==> src/rtl/core/hsrd_pkg.sv <==
package hsrd_pkg;

  localparam int unsigned FRAME_LEN  = 6;
  localparam int unsigned MARK_COUNT = 3;
  localparam int unsigned BEAT_W     = 4;

  localparam logic [7:0] MARK_BYTE = 8'd83;

  localparam logic [1:0] KIND_HDR   = 2'd0;
  localparam logic [1:0] KIND_DIST  = 2'd1;
  localparam logic [1:0] KIND_ANGLE = 2'd2;
  localparam logic [1:0] KIND_MARK  = 2'd3;

  localparam logic [1:0] CFG_SYNC_VALUE   = 2'd0;
  localparam logic [1:0] CFG_READINGS_PER = 2'd1;

  localparam logic [7:0]  SYNC_RESET = 8'd255;
  localparam logic [11:0] RPS_RESET  = 12'd2000;

  // Last beat of a frame without and with the scan end markers.
  localparam logic [BEAT_W-1:0] LAST_PLAIN = BEAT_W'(FRAME_LEN - 1);
  localparam logic [BEAT_W-1:0] LAST_MARK  = BEAT_W'(FRAME_LEN + MARK_COUNT - 1);

  // One matched frame handed from the front end to the back end.
  typedef struct packed {
    logic [FRAME_LEN-1:0][7:0] bytes;
    logic                      mark;
  } frame_t;

  function automatic logic [1:0] kind_of(input logic [2:0] pos);
    logic [1:0] k;
    case (pos)
      3'd0, 3'd1: k = KIND_HDR;
      3'd2, 3'd3: k = KIND_DIST;
      3'd4, 3'd5: k = KIND_ANGLE;
      default:    k = KIND_MARK;
    endcase
    return k;
  endfunction

endpackage

==> src/rtl/core/header_sync_reading_deframer_core.sv <==
// Sync-word deframer for a byte stream from a serial link.
// Input channel: in_valid_i / in_stall_o carry one received byte per request.
// Output channel: out_valid_o / out_stall_i carry one tagged byte per request
// with its kind (header, distance, angle, scan end marker) and a last flag
// that marks the final output of each frame.
// The front end takes one byte per cycle, unless stalled, into a five-byte
// window and tests it with the sixth byte once full. A matching frame goes
// into a two-entry queue; the back end then plays it out as six bytes, plus
// three 'S' markers when the frame count reaches the configured scan length.
// The first byte of a frame is offered once the frame has passed from the
// queue entry into the back end's frame register.
// Throughput: one byte per cycle in unless stalled; the back end emits one
// byte per cycle unless the receiver stalls, so a frame costs six or nine
// output bytes, and the queue depth sets how long input runs ahead of output.
// in_stall_o rises only while the queue holds two frames. When the receiver
// stalls, the current output holds and the queue fills.
// Reset empties the window, queue and frame count, restores the sync value to
// 255 and the scan length to 2000. The user must write configuration through
// cfg_we_i, cfg_idx_i and cfg_wdata_i while the block is idle (not enforced).
module header_sync_reading_deframer_core import hsrd_pkg::*; (
  input  logic        clk_i,
  input  logic        rst_ni,
  input  logic        cfg_we_i,
  input  logic [1:0]  cfg_idx_i,
  input  logic [11:0] cfg_wdata_i,
  input  logic        in_valid_i,
  output logic        in_stall_o,
  input  logic [7:0]  in_byte_i,
  output logic        out_valid_o,
  input  logic        out_stall_i,
  output logic [7:0]  out_byte_o,
  output logic [1:0]  out_byte_kind_o,
  output logic        out_last_o
);

  logic   push;
  logic   pop;
  logic   full;
  logic   empty;
  frame_t push_frame;
  frame_t head;

  // Holding off input whenever the queue is full keeps a push from ever
  // meeting a full queue.
  assign in_stall_o = full;

  hsrd_front u_front (
    .clk_i        (clk_i),
    .rst_ni       (rst_ni),
    .cfg_we_i     (cfg_we_i),
    .cfg_idx_i    (cfg_idx_i),
    .cfg_wdata_i  (cfg_wdata_i),
    .in_valid_i   (in_valid_i),
    .in_stall_i   (full),
    .in_byte_i    (in_byte_i),
    .push_o       (push),
    .push_frame_o (push_frame)
  );

  hsrd_queue u_queue (
    .clk_i        (clk_i),
    .rst_ni       (rst_ni),
    .push_i       (push),
    .push_frame_i (push_frame),
    .pop_i        (pop),
    .full_o       (full),
    .empty_o      (empty),
    .head_o       (head)
  );

  hsrd_back u_back (
    .clk_i           (clk_i),
    .rst_ni          (rst_ni),
    .empty_i         (empty),
    .head_i          (head),
    .pop_o           (pop),
    .out_valid_o     (out_valid_o),
    .out_stall_i     (out_stall_i),
    .out_byte_o      (out_byte_o),
    .out_byte_kind_o (out_byte_kind_o),
    .out_last_o      (out_last_o)
  );

endmodule

==> src/rtl/core/hsrd_front.sv <==
module hsrd_front import hsrd_pkg::*; (
  input  logic        clk_i,
  input  logic        rst_ni,
  input  logic        cfg_we_i,
  input  logic [1:0]  cfg_idx_i,
  input  logic [11:0] cfg_wdata_i,
  input  logic        in_valid_i,
  input  logic        in_stall_i,
  input  logic [7:0]  in_byte_i,
  output logic        push_o,
  output frame_t      push_frame_o
);

  logic [7:0]  sync_q, sync_d;
  logic [11:0] rps_q, rps_d;
  logic [2:0]  fill_q, fill_d;
  logic [11:0] cnt_q, cnt_d;
  logic [FRAME_LEN-2:0][7:0] win_q, win_d;
  logic        match;
  logic [11:0] cnt_inc;

  assign match = (win_q[0] == sync_q) && (win_q[1] == sync_q) && (win_q[2] != sync_q);
  assign cnt_inc = cnt_q + 12'd1;

  always_comb begin
    sync_d = sync_q;
    rps_d  = rps_q;
    if (cfg_we_i) begin
      case (cfg_idx_i)
        CFG_SYNC_VALUE:   sync_d = cfg_wdata_i[7:0];
        CFG_READINGS_PER: rps_d  = cfg_wdata_i;
        default: ;
      endcase
    end
  end

  always_comb begin
    win_d  = win_q;
    fill_d = fill_q;
    cnt_d  = cnt_q;
    push_o = 1'b0;
    for (int i = 0; i < FRAME_LEN - 1; i++) begin
      push_frame_o.bytes[i] = win_q[i];
    end
    push_frame_o.bytes[FRAME_LEN-1] = in_byte_i;
    push_frame_o.mark = (cnt_inc == rps_q);
    if (in_valid_i && !in_stall_i) begin
      if (fill_q != 3'(FRAME_LEN - 1)) begin
        for (int i = 0; i < FRAME_LEN - 1; i++) begin
          if (3'(i) == fill_q) begin
            win_d[i] = in_byte_i;
          end
        end
        fill_d = fill_q + 3'd1;
      end else if (match) begin
        push_o = 1'b1;
        fill_d = 3'd0;
        cnt_d  = push_frame_o.mark ? 12'd0 : cnt_inc;
      end else begin
        // Drop the oldest byte; the window stays full, one byte short of a frame.
        for (int i = 0; i < FRAME_LEN - 2; i++) begin
          win_d[i] = win_q[i+1];
        end
        win_d[FRAME_LEN-2] = in_byte_i;
      end
    end
  end

  always_ff @(posedge clk_i or negedge rst_ni) begin
    if (!rst_ni) begin
      sync_q <= SYNC_RESET;
      rps_q  <= RPS_RESET;
      fill_q <= 3'd0;
      cnt_q  <= 12'd0;
    end else begin
      sync_q <= sync_d;
      rps_q  <= rps_d;
      fill_q <= fill_d;
      cnt_q  <= cnt_d;
    end
  end

  always_ff @(posedge clk_i) begin
    win_q <= win_d;
  end

endmodule

==> src/rtl/core/hsrd_queue.sv <==
module hsrd_queue import hsrd_pkg::*; (
  input  logic   clk_i,
  input  logic   rst_ni,
  input  logic   push_i,
  input  frame_t push_frame_i,
  input  logic   pop_i,
  output logic   full_o,
  output logic   empty_o,
  output frame_t head_o
);

  frame_t     mem_q [2];
  logic       wr_q, rd_q;
  logic [1:0] cnt_q;

  assign full_o  = (cnt_q == 2'd2);
  assign empty_o = (cnt_q == 2'd0);
  assign head_o  = mem_q[rd_q];

  always_ff @(posedge clk_i) begin
    if (push_i) begin
      mem_q[wr_q] <= push_frame_i;
    end
  end

  always_ff @(posedge clk_i or negedge rst_ni) begin
    if (!rst_ni) begin
      wr_q  <= 1'b0;
      rd_q  <= 1'b0;
      cnt_q <= 2'd0;
    end else begin
      if (push_i) begin
        wr_q <= ~wr_q;
      end
      if (pop_i) begin
        rd_q <= ~rd_q;
      end
      if (push_i && !pop_i) begin
        cnt_q <= cnt_q + 2'd1;
      end else if (pop_i && !push_i) begin
        cnt_q <= cnt_q - 2'd1;
      end
    end
  end

endmodule

==> src/rtl/core/hsrd_back.sv <==
module hsrd_back import hsrd_pkg::*; (
  input  logic       clk_i,
  input  logic       rst_ni,
  input  logic       empty_i,
  input  frame_t     head_i,
  output logic       pop_o,
  output logic       out_valid_o,
  input  logic       out_stall_i,
  output logic [7:0] out_byte_o,
  output logic [1:0] out_byte_kind_o,
  output logic       out_last_o
);

  logic              busy_q;
  frame_t            frame_q;
  logic [BEAT_W-1:0] beat_q;
  logic              is_last;
  logic              is_frame;
  logic              done;

  assign is_frame = (beat_q < BEAT_W'(FRAME_LEN));
  assign is_last  = frame_q.mark ? (beat_q == LAST_MARK) : (beat_q == LAST_PLAIN);
  assign done     = busy_q && !out_stall_i && is_last;
  assign pop_o    = !empty_i && (!busy_q || done);

  assign out_valid_o     = busy_q;
  assign out_byte_o      = is_frame ? frame_q.bytes[beat_q[2:0]] : MARK_BYTE;
  assign out_byte_kind_o = is_frame ? kind_of(beat_q[2:0]) : KIND_MARK;
  assign out_last_o      = is_last;

  always_ff @(posedge clk_i or negedge rst_ni) begin
    if (!rst_ni) begin
      busy_q <= 1'b0;
      beat_q <= '0;
    end else if (pop_o) begin
      busy_q <= 1'b1;
      beat_q <= '0;
    end else if (done) begin
      busy_q <= 1'b0;
    end else if (busy_q && !out_stall_i) begin
      beat_q <= beat_q + BEAT_W'(1);
    end
  end

  always_ff @(posedge clk_i) begin
    if (pop_o) begin
      frame_q <= head_i;
    end
  end

endmodule
==> config.mk <==
export PLATFORM = sky130hd
export DESIGN_NAME = header_sync_reading_deframer_core
export DESIGN_NICKNAME = d
export VERILOG_FILES = /design/src/rtl/core/hsrd_pkg.sv /design/src/rtl/core/header_sync_reading_deframer_core.sv /design/src/rtl/core/hsrd_front.sv /design/src/rtl/core/hsrd_queue.sv /design/src/rtl/core/hsrd_back.sv
export SDC_FILE = /design/constraint.sdc
export NUM_CORES = 1
export LEC_CHECK = 0
export CORE_MARGIN = 2
export CORE_UTILIZATION = 31
export DETAILED_ROUTE_END_ITERATION = 12
export DONT_BUFFER_PORTS = 1
export PLACE_DENSITY = 0.49
export SKIP_CTS_REPAIR_TIMING = 1
export SYNTH_ARGS = -nofsm -noshare
export SYNTH_HDL_FRONTEND = slang
export SYNTH_SLANG_ARGS = --single-unit
==> constraint.sdc <==
create_clock -name clk_i -period 6.5 [get_ports clk_i]
set_clock_uncertainty 0.05 [all_clocks]
set_input_delay 0.325 -clock clk_i [delete_from_list [all_inputs] [get_ports clk_i]]
set_output_delay 0.325 -clock clk_i [all_outputs]
set_load 0.05 [all_outputs]
* Word level (Yosys, flattened, before mapping) *
Memory sizes are Yosys's and may differ from the RTL's. A register that Yosys moved wholly into a read port is not among the register bits.
Index checks and enable logic that the tools add are counted.

operators by class
  add/sub/neg operators = 5
  magnitude comparators = 2
  equal/unequal tests = 25
  muxes and demuxes = 28
  bitwise operators = 3
  reductions and logical operators = 36

operators by type and width
  kind                     count
  $mux W40                 2
  $mux W8                  7
  $bmux W8 S3              1
  $reduce_and A3 Y1        6
  $eq A8 B8 Y1             2
  $ne A2 B2 Y1 const B     7
  $add A12 B1 Y12 const B  1
  $eq A12 B12 Y1           1
  $mux W12                 1
  $mux W4                  3
  $logic_and A1 B1 Y1      8
  $mux W1                  8
  $ne A8 B8 Y1             1
  $reduce_and A2 Y1        4
  $reduce_bool A2 Y1       4
  $eq A2 B3 Y1 const A     2
  $eq A3 B2 Y1 const B     2
  $eq A3 B3 Y1 const B     2
  $logic_not A1 Y1         6
  $logic_not A3 Y1         2
  $mux W2                  3
  $mux W3                  2
  $pmux W2 S3              1
  $reduce_or A2 Y1         3
  17 further kinds         20

storage, ports and cells
  bits in registers = 84
  RAM bits = 98
  output and inout port bits = 13
  word-level logic and storage cells = 114
  memories = 1

memories
  memory         words  width  rd ports  clocked after Yosys merged registers in  wr ports  RTL line          text
  u_queue.mem_q  2      49     1         1                                        1         hsrd_queue.sv:12  frame_t mem_q [2];

* Depth between registers and ports, before layout *
  depth in word-level cells = 10
  depth in mapped cells = 11
  gate-level depth less buffers = 9

* By module *
A second synthesis with hierarchy kept.

unflattened totals
  cells, all modules = 635
  area, all modules = 10,163.5 sq um

modules (own cells, without submodules)
  module      instances  cells an instance  area an instance (sq um)
  hsrd_queue  1          169                3,976.3
  hsrd_front  1          329                3,862.5
  hsrd_back   1          137                2,324.7

* Worst setup path before layout *
No wires, ideal clock.

  kind = register to register
  from = register u_front.sync_q[3]
  to = memory u_queue.mem_q[0][0] in the netlist's numbering, enable pin
  library setup time = 0.456 ns
  arrival time = 4.086 ns
  required time = 5.994 ns
  path slack = 1.908 ns
  stages on the path, launching flop included = 8
  buffers on the path = 2
  clock period less this slack = 4.592 ns
  path through = dfstp_2 -> and3_1 -> o22ai_1 -> or4_1 -> or3_1 -> clkbuf_1 -> clkbuf_1 -> nor2_1

between the ends
  word-level cells in the longest chain between the ends = 8
  elaborated cells on any way between the ends = 10
  those cells by class = 3 x eq/ne; 5 x mux; 2 x reduce/logical

RTL lines
  item                             RTL line          text
  start: declaration               hsrd_front.sv:14  logic [7:0] sync_q, sync_d;
  start signal: assignment         hsrd_front.sv:76  sync_q <= sync_d;
  $eq A8 B8 Y1                     hsrd_front.sv:22  assign match = (win_q[0] == sync_q) && (win_q[1] == sync_q) && (win_q[2] != sync_q);
  $logic_and A1 B1 Y1              hsrd_front.sv:22
  $logic_and A1 B1 Y1 *            hsrd_front.sv:22
  $mux W1 *                        hsrd_front.sv:55  end else if (match) begin
  $mux W1 *                        hsrd_front.sv:48  if (fill_q != 3'(FRAME_LEN - 1)) begin
  $mux W1 *                        hsrd_front.sv:47  if (in_valid_i && !in_stall_i) begin
  $mux W1 *                        hsrd_queue.sv:21  if (push_i) begin
  $mux W1 (not written as such) *  hsrd_queue.sv:22  mem_q[wr_q] <= push_frame_i;
  end: declaration                 hsrd_queue.sv:12

Every way passes the cells marked *; elsewhere a longest branch is shown, timed or not.

* Final worst setup path *
  from = register u_front.sync_q[4]
  to = memory u_queue.mem_q[1][39] in the netlist's numbering, enable pin

The elaborated chain is that of the path after synthesis.

==> metrics.txt <==
status finished with violations; failing checks negative hold slack; Die Span Y about 180 um; Final Max Slew Viols 0; Initial Utilization 0.316; vias in the first global route 5475; worst setup path start u_front.sync_q[4]; Buf+Inv Stages, Crit Path 2; Via density 5.01; maximum vdd ir drop ~190 uV; RSZ-0062 raised after global routing no; antenna violations before repair 1; DR pass1 iterations 5; CP Launch Type register; Int Pwr 2.98 mW; Psw between 1 and 1.5 mW; Top Ports 40; HPWL Detailed 13500 um; Seq pwr share 0.450; required time of the critical path around 6.6 ns; Lkg Pwr about 4 nW; internal reg-to-reg setup slack a little under 3 ns; synthesized instance count between 600 and 700; asr flop ratio synth 0.190; Setup CP Type reg -> reg; first-pass GRT wire length between 30000 and 40000 um; CTS tree done; via count between 5k and 6k; EDFF count, synth roughly 190; fmax about 280 MHz; Clock Sinks about 230; endpoints failing hold 2; synthesized cell area approximately 9700 um2; RR Startpoint u_front.sync_q[4]; commonest cells after routing, fill and taps aside edfxtp_1 (187), mux2_2 (73), a21o_1 (32); fin nets 700; met1 Use GR 0.175; global placement routability congestion 0.808; type of element capturing the critical path register; Routed Antenna Nets 0; Hold Slack -0.00647 ns; Setup-failing EPs final 0; Reg2Reg Depth 7; number of cells on the critical path 7; GRT Max-Usage Layer met2; GRT Residual Overflow 0; placed cell area between 10000 and 15000 um2; Total Power ~4.4 mW; Mapped Avg Cell Area 15.4 um2; # DRC 0; Clk Tree Root Cell clkbuf_16; Rows 64; worst-margin pin slew 1.22 ns; Max stage delay on crit path about 0.65 ns; global-route usage over all layers 0.127; crit path capture u_queue.mem_q[1][39]; grt met3 use 0.0216; Clk pin slew, worst setup/hold paths roughly 0.06 ns; Max stage delay cell, worst path or3_1; layout cells sized above 1 0.222; DR iter-0 viols 465; chip width around 180 um; Final TNS setup 0 ns; Worst Path Max Fanout 49; ys flop type edfxtp_1; port buffer count 0; clock latency on the worst-skew pair between 0.5 and 0.6 ns; count of cell types in the netlist 55; Tcrit/Tclk final 0.555; sequential fraction of the synthesis area 0.692; min Tclk post-route between 3 and 4 ns; Post-Syn Nets between 600 and 700; Area Growth Syn to Fin 15.6%; largest net degree at the start of global routing between 50 and 60; sw frac 0.317; final instance area around 11000 um2; CP delay by family, top simple AND/OR/NAND/NOR gates; most common cell after layout, fill and taps aside edfxtp_1; Power Density around 390 nW/um2; Max-Cap Viols 0; CTS H-tree lvls 1; Std-Cell Core Area roughly 31000 um2; HP Class in -> reg; Comb power frac 0.239; CTS buffer count 26; average wire per standard cell ~20 um; met2 usage 0.210; clock share of power 0.310; capture point of the worst reg-to-reg path u_queue.mem_q[1][39]; slew margin rel. 0.190; Clock Tree Buf Depth 3; yosys warns 0; Synth Register Bits between 200 and 250; worst-path cell chain and3_1, o22ai_1, or4_1, or3_1, inv_2, and2_2, buf_4; Post-Route WL around 21000 um; total die area 32800 um2; WP data arrival between 3 and 4 ns
==> final cells by class <==
cell class	instances	area [um2]
Antenna cell	1	2.50
Multi-Input combinational cell	359	2840
Clock buffer	33	677
Clock inverter	15	119
Fill cell	2888	19500
Sequential cell	231	6740
Timing Repair Buffer	34	333
Tap cell	396	495
Inverter	13	48.8
==> worst min path at each step <==
stage | end | cells past startpoint | start
6_report | u_back.beat_q[0] | 3 | out_stall_i
3_3_place_gp | u_front.cnt_q[9] | 0 | rst_ni
4_1_cts | u_back.beat_q[2] | 0 | rst_ni
5_1_grt | u_back.out_valid_o | 2 | out_stall_i
2_1_floorplan | u_back.beat_q[0] | 0 | rst_ni
3_5_place_dp | u_front.cnt_q[9] | 0 | rst_ni
==> state kept, by name, summed over array words and instances (netlist names) <==
name and flops:
u_queue.cnt_q 2, u_back.frame_q 49, u_back.out_valid_o 1, u_back.beat_q 4
u_front.cnt_q 12, u_front.push_frame_o 40, u_queue.rd_q 1, u_front.rps_q 12
u_front.sync_q 8, u_queue.mem_q 98, u_queue.wr_q 1, u_front.fill_q 3
==> layer usage <==
metal / up-vias / part of all wire / wire, um
met4: 0 / 0.021 / 450
met5: - / 0 / 0
met2: 109 / 0.48 / 10200
met3: 34 / 0.038 / 811
li1: 2504 / - / -
met1: 2776 / 0.46 / 9860
==> worst register-to-register path, cell delays in order (launching register included) <==
cell and delay, ns:
dfstp_2 0.56, and3_1 0.16, o22ai_1 0.11, or4_1 0.57, or3_1 0.65, inv_2 0.33
and2_2 0.19, buf_4 0.57
==> power by group through the flow <==
stage               Clock [mW]  Combinational [mW]  Sequential, mW
detailed placement           0                1.03            2.00
finish                    1.36                1.05            1.97
floorplan                    0               0.824            1.93
global route              1.46                1.13            1.98
global placement             0                1.02            1.98
CTS                       1.39                1.04            1.97
==> logic make-up (layout without fill, tap and decap cells) <==
group           after synthesis  in the layout  synth area share
simple gates                127            127            0.0697
flops                       231            231             0.692
other cells                   0              1                 0
compound gates              112            112            0.0785
xor+xnor                     27             27            0.0243
fa+ha+maj                     8              8            0.0103
buf+inv                      42             95            0.0179
mux                          85             85             0.107
==> stage by stage <==
stage,instances,utilization,setup WS [ns]
3_3_place_gp,1009,0.331,2.97
6_report,1082,0.366,2.89
3_5_place_dp,1009,0.331,2.91
5_1_grt,1082,0.366,2.73
4_1_cts,1057,0.357,2.88
2_1_floorplan,632,-,1.91
==> synth_stat cells, types with 2 or more instances <==
| master | count | area (um2) |
|---|---|---|
| mux2_2 | 73 | 822 |
| a211oi_1 | 3 | 22.5 |
| o21ai_1 | 7 | 35.0 |
| xor2_1 | 8 | 70.1 |
| and3_1 | 9 | 56.3 |
| o21ai_0 | 16 | 80.1 |
| o2111ai_1 | 3 | 26.3 |
| nand3_1 | 15 | 75.1 |
| nand2b_1 | 5 | 31.3 |
| mux2i_1 | 4 | 40.0 |
| nor2b_1 | 9 | 56.3 |
| dfrtp_1 | 30 | 751 |
| a21oi_1 | 12 | 60.1 |
| nor3_1 | 16 | 80.1 |
| clkbuf_1 | 15 | 56.3 |
| nor4bb_1 | 2 | 20.0 |
| nand2_1 | 21 | 78.8 |
| mux4_2 | 8 | 180 |
| and2_1 | 2 | 12.5 |
| nand4b_1 | 2 | 17.5 |
| nor2_1 | 27 | 101 |
| a211o_1 | 4 | 35.0 |
| buf_1 | 6 | 22.5 |
| dfstp_2 | 14 | 368 |
| or3_1 | 6 | 37.5 |
| o22ai_1 | 4 | 25.0 |
| edfxtp_1 | 187 | 5620 |
| o211ai_1 | 15 | 113 |
| xnor2_1 | 19 | 166 |
| o311ai_1 | 2 | 17.5 |
| a21o_1 | 32 | 240 |
| nand4_1 | 4 | 25.0 |
| o21a_1 | 3 | 22.5 |
| inv_2 | 2 | 7.51 |
| a22oi_1 | 4 | 30.0 |
| buf_2 | 7 | 35.0 |
| ha_1 | 8 | 100 |
| inv_1 | 11 | 41.3 |
(Power assumes the default switching activity.)
